**config.mk**
```make
export PLATFORM = sky130hd
export DESIGN_NAME = histogram_fir_smoothing_core
export DESIGN_NICKNAME = d
export VERILOG_FILES = /design/src/hdl/hfs_pkg.sv /design/src/hdl/hfs_cell.sv /design/src/hdl/hfs_mac.sv /design/src/hdl/histogram_fir_smoothing_core.sv
export SDC_FILE = /design/constraint.sdc
export NUM_CORES = 2
export LEC_CHECK = 0
export ABC_CLOCK_PERIOD_IN_PS = 9400
export BUFFER_PORTS_ARGS = -buffer_cell sky130_fd_sc_hd__buf_4
export CAP_MARGIN = 5
export CORE_ASPECT_RATIO = 0.5
export CORE_MARGIN = 5
export CORE_UTILIZATION = 58
export CTS_CLUSTER_DIAMETER = 200
export CTS_CLUSTER_SIZE = 25
export DETAILED_ROUTE_END_ITERATION = 8
export PLACE_DENSITY = 0.76
export SLEW_MARGIN = 0
export SYNTH_ARGS = -nofsm -noshare
export SYNTH_HDL_FRONTEND = slang
export SYNTH_HIERARCHICAL = 1
export SYNTH_SLANG_ARGS = --single-unit
```
**constraint.sdc**
```tcl
create_clock -name clk_i -period 9.4 [get_ports clk_i]
set_clock_uncertainty 0.1 [all_clocks]
set_input_delay 0.47 -clock clk_i [delete_from_list [all_inputs] [get_ports clk_i]]
set_output_delay 0.47 -clock clk_i [all_outputs]
set_load 0.01 [all_outputs]
```
**src/hdl/hfs_pkg.sv**
```systemverilog
// ----------------------------------------------------------------------------
// Histogram FIR smoothing package
// Shared widths, function codes, control structs and FSM encoding.
// ----------------------------------------------------------------------------
package hfs_pkg;

  localparam int unsigned SampleW = 32;
  localparam int unsigned CoefW   = 16;
  localparam int unsigned IdxW    = 7;
  localparam int unsigned ProdW   = SampleW + CoefW;
  localparam int unsigned SumW    = 55;

  // Item function codes
  localparam logic FuncCoef   = 1'b0;
  localparam logic FuncSample = 1'b1;

  // Control for every cell of the delay line
  typedef struct packed {
    logic shift;   // window moves one cell towards the head, new count at the tail
    logic rotate;  // window and kernel both circulate, head wraps to the tail
    logic clear;   // zero the window
  } cell_ctrl_t;

  // Control for the multiply-accumulate unit
  typedef struct packed {
    logic clear;   // start a new sum
    logic mul_en;  // head pair is valid this cycle
  } mac_ctrl_t;

  typedef enum logic [4:0] {
    StIdle  = 5'b00001,
    StRot   = 5'b00010,
    StDrain = 5'b00100,
    StDone  = 5'b01000,
    StFlush = 5'b10000
  } state_e;

endpackage

```
**src/hdl/hfs_cell.sv**
```systemverilog
// ----------------------------------------------------------------------------
// Histogram FIR smoothing cell
// Holds one window count and one kernel tap; loads from its neighbour.
// ----------------------------------------------------------------------------
module hfs_cell
  import hfs_pkg::*;
(
  input  logic               clk_i,
  input  logic               rst_ni,
  input  cell_ctrl_t         ctrl_i,
  input  logic               coef_we_i,
  input  logic [CoefW-1:0]   coef_wdata_i,
  input  logic [SampleW-1:0] win_i,
  input  logic [CoefW-1:0]   coef_i,
  output logic [SampleW-1:0] win_o,
  output logic [CoefW-1:0]   coef_o
);

  logic [SampleW-1:0] win_d, win_q;
  logic [CoefW-1:0]   coef_d, coef_q;

  always_comb begin
    win_d  = win_q;
    coef_d = coef_q;
    if (ctrl_i.clear) begin
      win_d = '0;
    end else if (ctrl_i.shift || ctrl_i.rotate) begin
      win_d = win_i;
    end
    if (ctrl_i.rotate) begin
      coef_d = coef_i;
    end else if (coef_we_i) begin
      coef_d = coef_wdata_i;
    end
  end

  always_ff @(posedge clk_i or negedge rst_ni) begin
    if (!rst_ni) begin
      win_q  <= '0;
      coef_q <= '0;
    end else begin
      win_q  <= win_d;
      coef_q <= coef_d;
    end
  end

  assign win_o  = win_q;
  assign coef_o = coef_q;

endmodule

```
**src/hdl/hfs_mac.sv**
```systemverilog
// ----------------------------------------------------------------------------
// Histogram FIR smoothing multiply-accumulate
// Registered 32x16 product of the head cell, then a 55-bit accumulate.
// ----------------------------------------------------------------------------
module hfs_mac
  import hfs_pkg::*;
(
  input  logic               clk_i,
  input  logic               rst_ni,
  input  mac_ctrl_t          ctrl_i,
  input  logic [SampleW-1:0] win_i,
  input  logic [CoefW-1:0]   coef_i,
  output logic [SumW-1:0]    acc_o
);

  logic [ProdW-1:0] prod_d, prod_q;
  logic             prod_vld_d, prod_vld_q;
  logic [SumW-1:0]  acc_d, acc_q;

  always_comb begin
    prod_d     = ProdW'(win_i) * ProdW'(coef_i);
    prod_vld_d = ctrl_i.mul_en;
    acc_d      = acc_q;
    if (ctrl_i.clear) begin
      acc_d = '0;
    end else if (prod_vld_q) begin
      acc_d = acc_q + SumW'(prod_q);
    end
  end

  always_ff @(posedge clk_i or negedge rst_ni) begin
    if (!rst_ni) begin
      prod_vld_q <= 1'b0;
    end else begin
      prod_vld_q <= prod_vld_d;
    end
  end

  always_ff @(posedge clk_i) begin
    prod_q <= prod_d;
    acc_q  <= acc_d;
  end

  assign acc_o = acc_q;

endmodule

```
**src/hdl/histogram_fir_smoothing_core.sv**
```systemverilog
// ----------------------------------------------------------------------------
// Histogram FIR smoothing core
// Centred, zero-padded FIR over a stream of histogram counts, built as a
// circulating chain of cells feeding one multiply-accumulate unit.
// ----------------------------------------------------------------------------
//
//   channel | direction | handshake            | payload
//   --------+-----------+----------------------+---------------------------------
//   in      | sink      | in_valid_i/in_stall_o | func, tap_index, coefficient,
//           |           |                      | sample, last
//   out     | source    | out_valid_o/out_stall_i | smoothed, final_res
//
// Sequence: a coefficient beat is written while idle and does not stall. A
// sample beat that yields a result is shifted in, then the ring of Cells =
// 2*(TAPS/2)+1 cells circulates once past the multiplier, the product register
// drains and the output register is loaded. Each flushed result after the
// last sample repeats this after a zero is shifted in. The ring length sets each pass.
// Reset: asynchronous, active low; clears window, kernel, fill count, FSM.
// Stalls: a finished result waits in the output register while out_stall_i
// is high; the core holds in the load state and stalls the input meanwhile.
// ----------------------------------------------------------------------------
module histogram_fir_smoothing_core
  import hfs_pkg::*;
#(
  parameter int unsigned TAPS = 31
) (
  input  logic               clk_i,
  input  logic               rst_ni,
  // input beats
  input  logic               in_valid_i,
  output logic               in_stall_o,
  input  logic               func_i,
  input  logic [IdxW-1:0]    tap_index_i,
  input  logic [CoefW-1:0]   coefficient_i,
  input  logic [SampleW-1:0] sample_i,
  input  logic               last_i,
  // result beats
  output logic               out_valid_o,
  input  logic               out_stall_i,
  output logic [SumW-1:0]    smoothed_o,
  output logic               final_res_o
);

  localparam int unsigned Half  = TAPS / 2;
  localparam int unsigned Cells = 2 * Half + 1;
  localparam int unsigned RotW  = (Cells > 1) ? $clog2(Cells) : 1;
  localparam int unsigned FillW = (Half > 0) ? $clog2(Half + 1) : 1;

  // Cell p holds window[2*Half-p] and kernel[p]; cell 0 is the head that
  // feeds the multiplier. Shifting and rotating both move data towards the
  // head, so one full rotation brings every pair past it and back home.

  state_e             state_d, state_q;
  logic [RotW-1:0]    rot_d, rot_q;
  logic [FillW-1:0]   fill_d, fill_q;
  logic [FillW-1:0]   flush_d, flush_q;
  logic               last_d, last_q;

  logic               out_valid_d, out_valid_q;
  logic [SumW-1:0]    smoothed_d, smoothed_q;
  logic               final_d, final_q;

  cell_ctrl_t         cell_ctrl;
  mac_ctrl_t          mac_ctrl;
  logic               in_acc;
  logic               coef_wr;
  logic               out_free;
  logic [SampleW-1:0] shift_data;
  logic [SumW-1:0]    acc;

  logic [SampleW-1:0] win_w  [Cells];
  logic [CoefW-1:0]   coef_w [Cells];

  assign in_stall_o = (state_q != StIdle);
  assign in_acc     = in_valid_i && !in_stall_o;
  assign coef_wr    = in_acc && (func_i == FuncCoef);
  assign out_free   = !out_valid_q || !out_stall_i;

  // --------------------------------------------------------------------------
  // Cell chain
  // --------------------------------------------------------------------------
  for (genvar p = 0; p < Cells; p++) begin : g_cell
    logic [SampleW-1:0] nb_win;
    logic [CoefW-1:0]   nb_coef;
    logic               we;

    if (p == Cells - 1) begin : g_tail
      // tail takes the new count on a shift, the head's pair on a rotation
      assign nb_win  = cell_ctrl.rotate ? win_w[0] : shift_data;
      assign nb_coef = coef_w[0];
    end else begin : g_body
      assign nb_win  = win_w[p+1];
      assign nb_coef = coef_w[p+1];
    end

    if (p < TAPS) begin : g_we
      assign we = coef_wr && (tap_index_i == IdxW'(p));
    end else begin : g_no_we
      // extra slot for an even kernel: its tap stays zero
      assign we = 1'b0;
    end

    hfs_cell u_cell (
      .clk_i        (clk_i),
      .rst_ni       (rst_ni),
      .ctrl_i       (cell_ctrl),
      .coef_we_i    (we),
      .coef_wdata_i (coefficient_i),
      .win_i        (nb_win),
      .coef_i       (nb_coef),
      .win_o        (win_w[p]),
      .coef_o       (coef_w[p])
    );
  end

  hfs_mac u_mac (
    .clk_i  (clk_i),
    .rst_ni (rst_ni),
    .ctrl_i (mac_ctrl),
    .win_i  (win_w[0]),
    .coef_i (coef_w[0]),
    .acc_o  (acc)
  );

  // --------------------------------------------------------------------------
  // Sequencer
  // --------------------------------------------------------------------------
  always_comb begin
    state_d     = state_q;
    rot_d       = rot_q;
    fill_d      = fill_q;
    flush_d     = flush_q;
    last_d      = last_q;
    cell_ctrl   = '0;
    mac_ctrl    = '0;
    shift_data  = '0;
    out_valid_d = out_valid_q;
    smoothed_d  = smoothed_q;
    final_d     = final_q;

    // drop the held result once it has been taken
    if (out_valid_q && !out_stall_i) begin
      out_valid_d = 1'b0;
    end

    case (state_q)
      StIdle: begin
        if (in_acc && (func_i == FuncSample)) begin
          cell_ctrl.shift = 1'b1;
          shift_data      = sample_i;
          last_d          = last_i;
          if (fill_q == FillW'(Half)) begin
            // window full: this sample yields the value centred Half back
            mac_ctrl.clear = 1'b1;
            rot_d          = '0;
            flush_d        = last_i ? FillW'(Half) : '0;
            state_d        = StRot;
          end else begin
            fill_d = fill_q + 1'b1;
            if (last_i) begin
              // short histogram: flush as many values as bins given
              flush_d = fill_q + 1'b1;
              state_d = StFlush;
            end
          end
        end
      end
      StRot: begin
        cell_ctrl.rotate = 1'b1;
        mac_ctrl.mul_en  = 1'b1;
        rot_d            = rot_q + 1'b1;
        if (rot_q == RotW'(Cells - 1)) begin
          rot_d   = '0;
          state_d = StDrain;
        end
      end
      StDrain: begin
        // last product lands in the accumulator
        state_d = StDone;
      end
      StDone: begin
        if (out_free) begin
          out_valid_d = 1'b1;
          smoothed_d  = acc;
          final_d     = last_q && (flush_q == '0);
          if (flush_q != '0) begin
            state_d = StFlush;
          end else begin
            if (last_q) begin
              cell_ctrl.clear = 1'b1;
              fill_d          = '0;
              last_d          = 1'b0;
            end
            state_d = StIdle;
          end
        end
      end
      StFlush: begin
        // advance a zero into the window and compute the next value
        cell_ctrl.shift = 1'b1;
        shift_data      = '0;
        flush_d         = flush_q - 1'b1;
        mac_ctrl.clear  = 1'b1;
        rot_d           = '0;
        state_d         = StRot;
      end
      default: begin
        state_d = StIdle;
      end
    endcase
  end

  always_ff @(posedge clk_i or negedge rst_ni) begin
    if (!rst_ni) begin
      state_q     <= StIdle;
      rot_q       <= '0;
      fill_q      <= '0;
      flush_q     <= '0;
      last_q      <= 1'b0;
      out_valid_q <= 1'b0;
    end else begin
      state_q     <= state_d;
      rot_q       <= rot_d;
      fill_q      <= fill_d;
      flush_q     <= flush_d;
      last_q      <= last_d;
      out_valid_q <= out_valid_d;
    end
  end

  always_ff @(posedge clk_i) begin
    smoothed_q <= smoothed_d;
    final_q    <= final_d;
  end

  assign out_valid_o = out_valid_q;
  assign smoothed_o  = smoothed_q;
  assign final_res_o = final_q;

endmodule

```
# Yosys cells after proc, flatten, opt, wreduce, memory -nomap -nowiden
# Cells that the tools add are included.
[op_classes]
add_sub_neg = 4
multipliers = 1
n_eq_ne = 46
muxes = 166
bitwise_logic = 1
reduce_logical = 85
[ops]
columns = ["op", "count"]
rows = [
  ["2-to-1 mux 32 bit", 65],
  ["2-to-1 mux 16 bit", 62],
  ["equality test 7 x 5 -> 1 bit, second input constant", 15],
  ["nonzero test 2 bit", 34],
  ["equality test 7 x 4 -> 1 bit, second input constant", 8],
  ["adder 55 x 48 -> 55 bit", 1],
  ["multiplier 32 x 16 -> 48 bit", 1],
  ["2-to-1 mux 5 bit", 9],
  ["logical AND 1 bit", 36],
  ["2-to-1 mux 4 bit", 9],
  ["equality test 7 x 3 -> 1 bit, second input constant", 4],
  ["case mux 5 bit (5 select lines)", 1],
  ["case mux 4 bit (2 select lines)", 2],
  ["case mux 5 bit (3 select lines)", 1],
  ["equality test 7 x 2 -> 1 bit, second input constant", 2],
  ["2-to-1 mux 1 bit", 14],
  ["!= test 2 bit, second input constant", 7],
  ["equality test 5 bit, second input constant", 2],
  ["AND reduction 4 bit", 2],
  ["equality test 7 x 1 -> 1 bit, second input constant", 1],
  ["logical NOT 7 bit", 1],
  ["case mux 1 bit (2 select lines)", 3],
  ["AND reduction 3 bit", 2],
  ["AND reduction 6 bit", 1],
  ["17 further kinds", 20],
]
[totals]
ff_bits = 1668
input_bits = 61
out_inout_bits = 58
wordCells = 376

# Logic depth before layout (Yosys ltp)
[depth]
word_depth = 9
ltp_mapped = 25
ltp_nobuf = 23

# By module
# The synthesis kept the hierarchy.
[by_module_without_submodules]
columns = ["module", "n_inst", "cells_per_inst", "area_each_um2"]
rows = [
  ["hfs_cell", 31, 214, 2230.9],
  ["hfs_mac", 1, 2534, 22007.4],
  ["histogram_fir_smoothing_core", 1, 307, 3599.7],
]

# Worst setup path before layout
# Ideal clock, no wire load.
[synth_timing]
path_type = "reg-to-reg"
start = "register state_q[0]"
end = "register g_cell[0].u_cell.win_q[0]"
t_arrival_ns = 8.723
t_required_ns = 9.163
slack_ns = 0.440
path_stages_with_launch = 7
path_buffers = 2
period_less_slack_ns = 8.960
path_cell_list = "dfstp_2 -> clkbuf_1 -> nor3_1 -> nand2_1 -> nor3_1 -> clkbuf_1 -> a21oi_1"
[synth_rtl]
columns = ["element", "line", "rtl"]
rows = [
  ["start: declaration", "histogram_fir_smoothing_core.sv:53", "state_e state_d, state_q;"],
  ["start signal: assignment", "histogram_fir_smoothing_core.sv:215", "state_q <= StIdle;"],
  ["start signal: assignment", "histogram_fir_smoothing_core.sv:222", "state_q <= state_d;"],
  ["end signal: assignment", "hfs_cell.sv:42", "win_q <= win_d;"],
  ["end: declaration", "hfs_cell.sv:19", "logic [SampleW-1:0] win_d, win_q;"],
]

# Final worst setup path
[layout_timing]
start = "register g_cell[0].u_cell.coef_q[7]"
end = "register u_mac.prod_q[46]"
[layout_via]
elab_chain_cells = 1
[layout_rtl]
columns = ["element", "line", "rtl"]
rows = [
  ["start: declaration", "hfs_cell.sv:20", "logic [CoefW-1:0] coef_d, coef_q;"],
  ["start signal: assignment", "hfs_cell.sv:43", "coef_q <= coef_d;"],
  ["multiplier 32 x 16 -> 48 bit", "hfs_mac.sv:21", "prod_d = ProdW'(win_i) * ProdW'(coef_i);"],
  ["named net u_mac.prod_d[46]", "hfs_mac.sv:16", "logic [ProdW-1:0] prod_d, prod_q;"],
  ["end signal: assignment", "hfs_mac.sv:40", "prod_q <= prod_d;"],
  ["end: declaration", "hfs_mac.sv:16", ""],
]
# The timed path passes the listed nets, and every way through them passes these cells.
# A chain may end at the register's enable or synchronous reset.

==> reports/qor.log <==
[logic_synthesis] number of register bits inferred by synthesis 1668
[global_route] total global routing track utilization 23.8%
[place] area of placed instances 95100 um2
[worst_setup_path] nature of the critical path startpoint flop
[worst_setup_path] data arrival time of the critical path 7.71 ns
[clock_tree] TritonCTS sink count 1668
[worst_hold_path] class of the worst hold path in -> reg
[worst_setup_path] list of cells traversed by the critical path buf_4 > nand2_1 > fa_1 > inv_1 > fa_1 > fa_1 > fa_1 > fa_1 > inv_1 > fa_1 > inv_1 > ha_1 > a21oi_1 > o211ai_1 > a21oi_1 > nor4_1 > a31oi_1 > a31oi_2 > a41oi_2 > nor4bb_1 > a211o_1
[drt] first-pass iteration count of the detailed router 6
[power_and_ir_drop] internal power summed over all cells 0.0122 W
[drt] DRC 0
[drt] number of DRC markers in iteration 0 6443
[finish] Layout Nets 9615
[logic_synthesis] share of async-settable or async-resettable flops after synthesis 90.5%
[worst_setup_path] Critical-path top delay cell dfrtp_1
[sta] Final setup violation count 0
[logic_synthesis] EDFF count, synth 56
[finish] fraction of final layout cells with drive strength greater than 1 4.11%
[worst_setup_path] most used cell along the critical path fa_1
[logic_synthesis] number of distinct library cells after synthesis 92
[die] floorplan row count 104
[place] count of buffers inserted at the top-level ports 118
[worst_setup_path] endpoint required time on the critical path 9.96 ns
[worst_setup_path] maximum fanout count along the critical path 24
[status] run status finished clean
[power_and_ir_drop] fraction of power spent switching nets 35.1%
[clock_tree] TritonCTS Buffers 76
[sta] crit share post-route 76.1%
[logic_synthesis] number of cells produced by synthesis 9475
[power_and_ir_drop] part of the power in combinational logic 25.9%
[global_route] wire length of the first global-routing pass 342 mm
[sta] max_slew headroom 21.6%
[sta] count of endpoints failing hold in the final timing report 0
[place] DP Wirelength 125 mm
[die] total die area 172000 um2
[power_and_ir_drop] power density over cell area 194 nW/um2
[sta] transition time at the pin with the least slew margin 1.18 ns
[finish] combined area of the multi-input logic cells 47000 um2
[die] number of top-level pins 119
[sta] fin. max-slew vios 0
[sta] Tmin final 7.15 ns
[drt] highest metal layer with signal wires met4
[finish] Final Instance Area 97200 um2
[finish] sequential cell area in the final layout 41500 um2
[die] Die X-Extent 582 um
[global_route] vias in the first global route 62700
[worst_setup_path] Worst path max stage delay 1.06 ns
[power_and_ir_drop] clock share of power 20.3%
[die] floorplan die height 296 um
[clock_tree] deepest level of the CTS H-tree 3
[logic_synthesis] Post-Syn Area per Cell 10.0 um2
[worst_setup_path] CP endpoint kind flop
[global_route] largest net degree at the start of global routing 312
[drt] met3 wirelength from detailed routing 12.2 mm
[sta] setup repair after global routing missed its margin false
[worst_setup_path] launching point of the worst reg2reg path g_cell[0].u_cell/coef_o[7]$_DFFE_PN0P_
[clock_tree] maximum count of clock buffers along a single path 3
[finish] Filler cells 13500
[logic_synthesis] share of the yosys chip area belonging to registers 43.8%
[die] core area 162000 um2
[power_and_ir_drop] Psw 0.00661 W
[power_and_ir_drop] leakage 39.6 nW
[global_route] GRT overflow 0
[run] maximum capacitance violations 0
[sta] maximum clock frequency 140 MHz
[place] gpl congestion 0.899
[clock_tree] clock tree from TritonCTS done
[global_route] antenna violations before repair 5
[drt] WL met1 102 mm
[worst_setup_path] CP startpoint g_cell[0].u_cell/coef_o[7]$_DFFE_PN0P_
[drt] WL per Instance 18.6 um
[drt] final routed wirelength across all metal layers 207 mm
[power_and_ir_drop] VDD IR-drop max 0.239 mV
[drt] met2 WL 88.5 mm
[clock_tree] root buf cell clkbuf_16
[drt] via count of the routed design 65900
[worst_setup_path] classification of the worst setup path reg -> reg
[logic_synthesis] cell area after synthesis 94800 um2
[clock_tree] insertion delay to the later sink of the worst-skew pair 0.73 ns
[finish] area added between synthesis and finish 2.58%
[logic_synthesis] Yosys warnings 6
[drt] mean number of vias per cell 5.91
[sta] final setup TNS 0 ns
[logic_synthesis] synthesized net count 10100
[die] Starting Density 58.6%
[clock_tree] Worst-path clk slew 0.11 ns
[worst_hold_path] worst hold path startpoint sample_i[30]
[power_and_ir_drop] sequential fraction of design power 53.9%
[drt] count of antenna-violating nets left after detailed routing 0
[clock_tree] Post-CTS Resized 0
[logic_synthesis] Synth Flop Type dfrtp_1
## what timing repair did
| action | 4_1_cts | 5_1_grt |
|---|---|---|
| buffers inserted | 0 | 0 |
| hold buffers | 3 | 0 |
| hold endpoints to repair | 139 | 0 |
## critical path, delay by kind of cell (launching register included)
kind                     cells  cell delay [ns]
AND/OR/NAND/NOR              3             0.72
buffers and inverters        4             0.50
AO/OA/AOI/OAI                7             1.26
flip-flops                   1             1.06
adder cells (fa/ha/maj)      7             3.47
## flip-flops by register name (all words and copies together) (netlist names)
| register | count |
|---|---|
| u_mac/acc_o | 55 |
| u_mac/prod_q | 48 |
| fill_q | 4 |
| g_cell.u_cell/coef_o | 496 |
| rot_q | 5 |
| final_res_o | 1 |
| u_mac/prod_vld_q | 1 |
| smoothed_o | 55 |
| g_cell.u_cell/win_o | 992 |
| last_q | 1 |
| state_q | 5 |
| out_valid_o | 1 |
| flush_q | 4 |
## per-stage QoR
step	total power, W	utilization, %	instances	worst slack, ns	hold slack, ns
floorplan	0.0141	-	9475	0.440	0.0744
global placement	0.0149	58.8	11100	2.45	0.354
detailed placement	0.0151	58.8	11100	2.30	0.362
CTS	0.0189	60.1	11200	2.30	0.0594
global route	0.0201	60.1	11200	1.97	0.0778
finish	0.0188	60.1	11200	2.25	0.0947
## placed cells by master (no fill, tap or decap), types with 17 or more instances in the layout
cell type  netlist  routed
a21o_1          41      41
a21oi_1       1104    1104
a22o_1          34      34
and2_1         230     230
and3_1          19      19
buf_12           0      24
buf_4           64     206
clkbuf_16        0      77
dfrtp_1       1508    1506
dfxtp_1        103     103
edfxtp_1        56      56
fa_1           419     419
ha_1           172     172
inv_1          473     473
mux2i_1        531     531
nand2_1        880     879
nand3_1         41      41
nand4_1         22      22
nor2_1         121     111
nor3_1          26      17
o21ai_0        957     956
o21ai_1        594     594
o21bai_1        17      17
or3b_1         992     992
xnor2_1         52      52
xor2_1          31      31
## kinds of logic (layout without fill, tap and decap cells)
kind of cell | Yosys count | count (layout) | synth area share (%)
buf+inv | 1297 | 804 | 6.69
mux | 532 | 532 | 5.62
flops | 1668 | 1668 | 43.8
fa+ha+maj | 591 | 591 | 11.1
compound gates | 2880 | 2880 | 16.0
xor+xnor | 83 | 83 | 0.767
other cells | 0 | 3 | 0
simple gates | 2424 | 2424 | 16.0
## synth_stat cells (all sizes together), types with 123 or more instances
library cell / instances / share of area (%)
or3b: 994 / 9.2
inv: 473 / 1.9
fa: 419 / 8.9
buf: 423 / 3.2
nand2: 880 / 3.5
dfrtp: 1508 / 40
clkbuf: 401 / 1.6
a21oi: 1104 / 5.8
ha: 172 / 2.3
o21ai: 1552 / 8.2
and2: 230 / 1.5
mux2i: 531 / 5.6
nor2: 123 / 0.49
## area by class of cell
class,count,share of cell area (%)
clock inverter,6,0.120
timing repair buffer,234,2.14
inverter,473,1.83
antenna,3,0.00772
clock buffer,91,2.04
tap,2173,2.80
multi-input combinational,6510,48.4
sequential,1668,42.7
## routing by layer
layer,up-vias,track usage [%]
li1,31900,-
met1,32100,38.3
met2,1634,34.5
met3,254,3.35
met4,0,4.95
met5,-,0
## power by group through the flow
stage | clock network (W) | registers, W | logic (W)
2_1_floorplan | 0 | 0.00983 | 0.00425
3_3_place_gp | 0 | 0.0102 | 0.00470
3_5_place_dp | 0 | 0.0102 | 0.00484
4_1_cts | 0.00394 | 0.0101 | 0.00488
5_1_grt | 0.00420 | 0.0104 | 0.00553
6_report | 0.00381 | 0.0101 | 0.00487
## final timing paths
kind | to | slack (ns) | depth (start not counted)
max in group asynchronous | u_mac/prod_vld_q$_DFF_PN0_ | 6.69 | 4
max | u_mac/prod_q[46]$_DFF_P_ | 2.25 | 21
min in group asynchronous | g_cell[12].u_cell/coef_o[4]$_DFFE_PN0P_ | 0.31 | 2
max reg2reg | u_mac/prod_q[46]$_DFF_P_ | 2.25 | 21
min reg2reg | g_cell[12].u_cell/coef_o[13]$_DFFE_PN0P_ | 0.38 | 2
min | g_cell[30].u_cell/win_o[30]$_DFFE_PN0P_ | 0.09 | 4
Power figures use the tool's default switching activity.
